## src/hdl/glsc_pkg.sv

```systemverilog
// Shared types and constants for the glyph slot LFU cache.
// Used by glsc_ctrl, glsc_dp and glyph_slot_lfu_cache; depends on nothing.
`default_nettype none

package glsc_pkg;

  localparam int unsigned CODE_W    = 16;
  localparam int unsigned CNT_W     = 15;
  localparam int unsigned STATUS_W  = 2;
  localparam int unsigned IDX_OUT_W = 8;

  localparam logic [CNT_W-1:0] COUNT_MAX = 15'h7FFF;
  localparam logic [CNT_W-1:0] COUNT_ONE = 15'h0001;

  localparam logic OP_ACCESS  = 1'b0;
  localparam logic OP_RELEASE = 1'b1;

  localparam logic [STATUS_W-1:0] ST_HIT     = 2'd0;
  localparam logic [STATUS_W-1:0] ST_NEW     = 2'd1;
  localparam logic [STATUS_W-1:0] ST_UNAVAIL = 2'd2;
  localparam logic [STATUS_W-1:0] ST_REL     = 2'd3;

  typedef struct packed {
    logic [CODE_W-1:0] code;
    logic [CNT_W-1:0]  count;
    logic              pin;
  } entry_t;

  typedef struct packed {
    logic clear;
    logic start;
    logic update;
    logic load_out;
  } cmd_t;

  typedef struct packed {
    logic clear_done;
    logic sweep_done;
  } sts_t;

endpackage

`default_nettype wire

```

## src/hdl/glsc_ctrl.sv

```systemverilog
// Sequencer for the glyph slot LFU cache: clearing pass, scan, release and result hand-off.
// Depends on glsc_pkg for the command and status structs and the opcode constants.
`default_nettype none

module glsc_ctrl (
  input  wire logic          clk,
  input  wire logic          rst_n,
  input  wire logic          in_valid,
  input  wire logic          in_opcode,
  output logic               in_stall,
  output logic               out_valid,
  input  wire logic          out_stall,
  output glsc_pkg::cmd_t     cmd,
  input  wire glsc_pkg::sts_t sts
);

  typedef enum logic [5:0] {
    S_CLEAR = 6'b000001,
    S_IDLE  = 6'b000010,
    S_SCAN  = 6'b000100,
    S_REL   = 6'b001000,
    S_UPD   = 6'b010000,
    S_FIN   = 6'b100000
  } state_t;

  state_t state_r, state_nxt;
  logic   out_valid_r, out_valid_nxt;

  always_comb begin
    state_nxt    = state_r;
    cmd          = '0;
    cmd.clear    = (state_r == S_CLEAR);
    case (state_r)
      S_CLEAR: begin
        if (sts.clear_done) begin
          state_nxt = S_IDLE;
        end
      end
      S_IDLE: begin
        if (in_valid) begin
          cmd.start = 1'b1;
          state_nxt = (in_opcode == glsc_pkg::OP_RELEASE) ? S_REL : S_SCAN;
        end
      end
      S_SCAN, S_REL: begin
        if (sts.sweep_done) begin
          state_nxt = S_UPD;
        end
      end
      S_UPD: begin
        cmd.update = 1'b1;
        state_nxt  = S_FIN;
      end
      S_FIN: begin
        if (!out_valid_r || !out_stall) begin
          cmd.load_out = 1'b1;
          state_nxt    = S_IDLE;
        end
      end
      default: begin
        state_nxt = S_CLEAR;
      end
    endcase
  end

  assign out_valid_nxt = cmd.load_out | (out_valid_r & out_stall);

  always_ff @(posedge clk) begin
    if (!rst_n) begin
      state_r     <= S_CLEAR;
      out_valid_r <= 1'b0;
    end else begin
      state_r     <= state_nxt;
      out_valid_r <= out_valid_nxt;
    end
  end

  assign in_stall  = (state_r != S_IDLE);
  assign out_valid = out_valid_r;

endmodule

`default_nettype wire

```

## config.mk

```make
export PLATFORM = sky130hd
export DESIGN_NAME = glsc_ctrl
export DESIGN_NICKNAME = d
export VERILOG_FILES = /design/src/hdl/glsc_pkg.sv /design/src/hdl/glsc_ctrl.sv
export SDC_FILE = /design/constraint.sdc
export NUM_CORES = 1
export LEC_CHECK = 0
export BUFFER_PORTS_ARGS = -buffer_cell sky130_fd_sc_hd__buf_2
export CAP_MARGIN = 30
export CORE_AREA = 2 2 39 41
export DETAILED_ROUTE_END_ITERATION = 10
export DIE_AREA = 0 0 41 43
export PLACE_DENSITY = 0.5
export SLEW_MARGIN = 20
export SYNTH_ARGS = -nofsm -noshare
export SYNTH_HDL_FRONTEND = slang
export SYNTH_SLANG_ARGS = --single-unit
```

## constraint.sdc

```tcl
create_clock -name clk -period 2.3 [get_ports clk]
set_clock_uncertainty 0.1 [all_clocks]
set_input_delay 0.115 -clock clk [delete_from_list [all_inputs] [get_ports clk]]
set_output_delay 0.115 -clock clk [all_outputs]
set_load 0.02 [all_outputs]
```

======== After elaboration in Yosys (flattened, before gate mapping) ========
Index checks and enable logic that the tools add are counted.
storage, ports and cells
  bits in registers ....................... 7
  bits of input ports ..................... 7
  output and inout port bits .............. 6
  word-level logic and storage cells ...... 31
cells by class
  eq/ne operators ......................... 11
  mux-type cells .......................... 11
  bitwise logic cells ..................... 2
  reductions and logical operators ........ 5
operators by type and width
  kind                                           number
  one-hot mux 6 bit (5 select lines)             1
  2-to-1 mux 6 bit                               4
  == test 6 x 1 -> 1 bit, second input constant  1
  == test 6 x 2 -> 1 bit, second input constant  1
  == test 6 x 3 -> 1 bit, second input constant  1
  == test 6 x 4 -> 1 bit, second input constant  1
  == test 6 x 5 -> 1 bit, second input constant  1
  == test 6 bit, second input constant           1
  != test 2 bit, second input constant           3
  != test 6 x 2 -> 1 bit, second input constant  1
  2-to-1 mux 1 bit                               5
  2-to-1 mux 4 bit                               1
  AND reduction 4 bit                            1
  zero test 1 bit                                2
  != test 2 x 1 -> 1 bit, second input constant  1
  OR reduction 2 bit                             1
  bitwise AND 1 bit                              1
  logical OR 1 bit                               1
  bitwise OR 1 bit                               1

======== Logic depth before layout (Yosys ltp) ========
  depth after elaboration ................. 5
  depth in mapped cells ................... 5
  mapped depth without buffers ............ 5

======== Worst setup path after synthesis ========
OpenSTA, ideal clock, no wires.
  path kind ............................... reg2reg
  start ................................... register state_r[3]
  end ..................................... register state_r[0]
  library setup time ...................... 0.165 ns
  arrival ................................. 1.763 ns
  data required time ...................... 2.035 ns
  slack ................................... 0.272 ns
  cell stages (with the launch flop) ...... 5
  path buffers ............................ 0
  clock period less this slack ............ 2.028 ns
  cell sequence ........................... dfxtp_1 -> or4_4 -> nor3b_1 -> nand2b_1 -> o311ai_0
RTL lines
  what                    line             RTL
  from (decl)             glsc_ctrl.sv:26  state_t state_r, state_nxt;
  from (signal assigned)  glsc_ctrl.sv:73  state_r <= state_nxt;

======== Worst setup path in the final report ========
  start ................................... register state_r[3]
  end ..................................... register state_r[2]
between the ends
  longest elaborated chain between the ends .. 4
  elaborated cells on any way between the ends .. 13
  classes of those cells .................. 10 x eq/ne; 1 x mux; 2 x reduce/logical
ends and longest elaborated chain
  what                                                              line             RTL
  == test 6 x 3 -> 1 bit or == test 6 x 4 -> 1 bit (tied branches)  glsc_ctrl.sv:33  case (state_r)
  OR reduction 2 bit                                                glsc_ctrl.sv:33
  != test 2 bit (no line)                                           --
  AND reduction 4 bit (no line)                                     --
Several ways; a longest one is shown, not always the timed one.
A chain may end at the register's enable or synchronous reset.

==> results.json <==
{
  "status": "complete, no violations",
  "layout_commonest_cell": "buf_2",
  "setup_viol_count_final": 0,
  "stdcell_count": 76,
  "cts_root_buf": "clkbuf_4",
  "yosysSeqAreaShare": 0.3784,
  "grt_use_met1": 0.1355,
  "final_cell_mix": "buf_2, nor2_1, dfxtp_1",
  "swShare": 0.3365,
  "r2r-start": "state_r[3]",
  "cp.arrival_ps": 2050,
  "ys_ff_latch": 7,
  "path_cells": "or4_4, or4b_1, o2111a_2, mux2i_1, nor2b_1",
  "syn_area_per_cell_um2": 8.417,
  "worst_slew_pin_slew_ps": 382.9,
  "use_met2": 0.1719,
  "syn_area_um2": 370.4,
  "final_cell_area_um2": 476.7,
  "grt_usage": 0.1126,
  "rsz0062_at_grt": "false",
  "cpLargestDelayFamily": "simple AND/OR/NAND/NOR gates",
  "cts_buffers": 3,
  "wl_per_cell_um": 10.63,
  "synthMuxAreaShare": 0.05405,
  "cts.clk_slew.worst_paths_ps": 50,
  "final.setup.tns_ps": 0,
  "crit_fanout": 5,
  "antenna_cells": 0,
  "synth_warnings": 0,
  "multi_input_area_um2": 219.0,
  "endpoint": "state_r[2]",
  "core-area_mm2": 0.001384,
  "ff2ff_path_depth": 5,
  "fmax_ghz": 0.4991,
  "grt_pass1_wl_mm": 1.324,
  "grt_pass1_vias": 312,
  "viasPerCell": 4.776,
  "drtAntennaViolNets": 0,
  "worstHoldPathType": "in2reg",
  "antenna_found_initial": 0,
  "worst-path-stages": 5,
  "vias": 363,
  "ios": 13,
  "drtPass1Iterations": 2,
  "start_util": 0.2676,
  "fin_crit_sh": 0.8712,
  "p_switching_uw": 130.4,
  "synth_nets": 51,
  "finalHoldViolCount": 0,
  "io_buffers": 12,
  "synth_compound_area_frac": 0.1318,
  "nNetsFinal": 68,
  "die_w_um": 41,
  "p_clk_frac": 0.295,
  "leakage_uw": 0.0002349,
  "r2r_slack_ps": 300,
  "rows": 14,
  "comb_power_share": 0.324,
  "synthToLayoutAreaGrowth_pct": 28.72,
  "dp.cells": 72,
  "die_area_mm2": 0.001763,
  "overflow": 0,
  "hpwl_um": 674.4,
  "cts_setup_buffers": 0,
  "gp_congestion": 0.6438,
  "end_kind": "flip-flop",
  "p_per_area_mw_per_mm2": 812.5,
  "cts_resized": 0,
  "synth_top_family_by_area": "simple AND/OR/NAND/NOR gates",
  "use_met3": 0.03141,
  "cts.path.max_buffers": 2,
  "register_area_um2": 140.1,
  "layout-drive-gt1-share": 0.2833,
  "die_h_um": 43,
  "startpoint": "state_r[3]",
  "slew_headroom": 0.7412,
  "fillers": 148,
  "maxCapViolCount": 0,
  "clk_latency_ps": 250,
  "grt_max_degree": 8,
  "r2r_end": "state_r[2]",
  "wl_um": 808,
  "cts_tree": "yes",
  "seq_power_share": 0.382,
  "slowest_delay_ps": 550,
  "start_kind": "flip-flop",
  "yosys.area_share.simple": 0.3818,
  "clock_sinks": 7,
  "critPathBufInv": 0,
  "drc_errors": 0,
  "synth_cells": 44,
  "synth_xor_area_frac": 0.02365,
  "peakVddDrop_mv": 0.2399,
  "slew_violations": 0,
  "synth_fa_ha_area_frac": 0,
  "fin_crit_ps": 2004,
  "p_int_uw": 257.0,
  "dr.first_iter.drc_count": 1,
  "synth.distinct_cells": 22,
  "holdBufCountCts": 0,
  "place_area_um2": 450.4,
  "busiest_layer": "met2",
  "slowest_stage": "or4_4",
  "crit_type": "reg2reg",
  "required_ps": 2350,
  "htree_levels": 1
}
-- metal layers --
metal | up-vias | wire length, µm
met2 | 8 | 394
met5 | - | 0
met1 | 164 | 360
met3 | 2 | 38
li1 | 189 | -
met4 | 0 | 14
-- worst min path at each step --
stage               slack (ps)   from    endpoint  cells after the start
floorplan                  110  rst_n  state_r[0]                      1
global placement           300  rst_n  state_r[0]                      2
detailed placement         300  rst_n  state_r[0]                      2
CTS                         40  rst_n  state_r[0]                      2
global route                50  rst_n  state_r[0]                      2
finish                      40  rst_n  state_r[0]                      2
-- final cells by class --
cell class | count | share of cell area
Clock buffer | 4 | 0.05512
Timing Repair Buffer | 12 | 0.1260
Inverter | 3 | 0.02362
Multi-Input combinational cell | 34 | 0.4593
Tap cell | 16 | 0.04199
Sequential cell | 7 | 0.2940
-- worst register-to-register path: cells and delay by family, from the launching register on --
family,cells,cell delay [ps]
AND/OR/NAND/NOR,3,1110
multiplexers,1,160
AO/OA/AOI/OAI,1,180
flip-flops,1,350
-- registers in the layout (all words and copies together) (netlist names) --
name / flops
out_valid: 1
state_r: 6
-- through the flow --
stage / power (µW) / util / hold WS, ps / worst slack [ps]
floorplan: 241.7 / - / 106.3 / 272.3
global placement: 278.1 / 0.3255 / 297.3 / 310.1
detailed placement: 276.8 / 0.3255 / 303.4 / 308.4
CTS: 393.1 / 0.3445 / 37.40 / 295.8
global route: 419.0 / 0.3445 / 47.08 / 241.9
finish: 387.3 / 0.3445 / 38.69 / 296.2
-- cells in the mapped netlist --
cell	number	area share
nor4b_1	1	0.024
a21oi_1	1	0.014
nor2_1	8	0.081
or4_4	1	0.030
nand2_1	4	0.041
or4b_1	1	0.027
nor3b_1	2	0.041
a21boi_0	1	0.020
a21boi_1	1	0.020
nand4_1	2	0.034
nand4b_1	1	0.024
o311ai_0	1	0.024
o2111a_2	1	0.034
and3_1	1	0.017
nand3_1	1	0.014
mux2i_1	2	0.054
o21a_1	1	0.020
nand2b_1	1	0.017
nor2b_1	2	0.034
inv_1	3	0.030
dfxtp_1	7	0.38
xor2_1	1	0.024
-- kinds of logic (layout without fill, tap and decap cells) --
group,count (synthesis),after routing
AOI/OAI and AO/OA,6,6
xor gates and xnor gates,1,1
buffers and inverters,3,19
DFF,7,7
muxes,2,2
and+or+nand+nor,25,25
-- power groups by stage --
stage / sequential, µW / clock, µW / combinational (µW)
after global routing: 150 / 126 / 143
after CTS: 147 / 118 / 127
final: 148 / 114 / 125
after global placement: 151 / 0 / 127
after detailed placement: 150 / 0 / 127
after floorplan: 147 / 0 / 94.3
No activity file was read; power rests on OpenSTA's default activity.
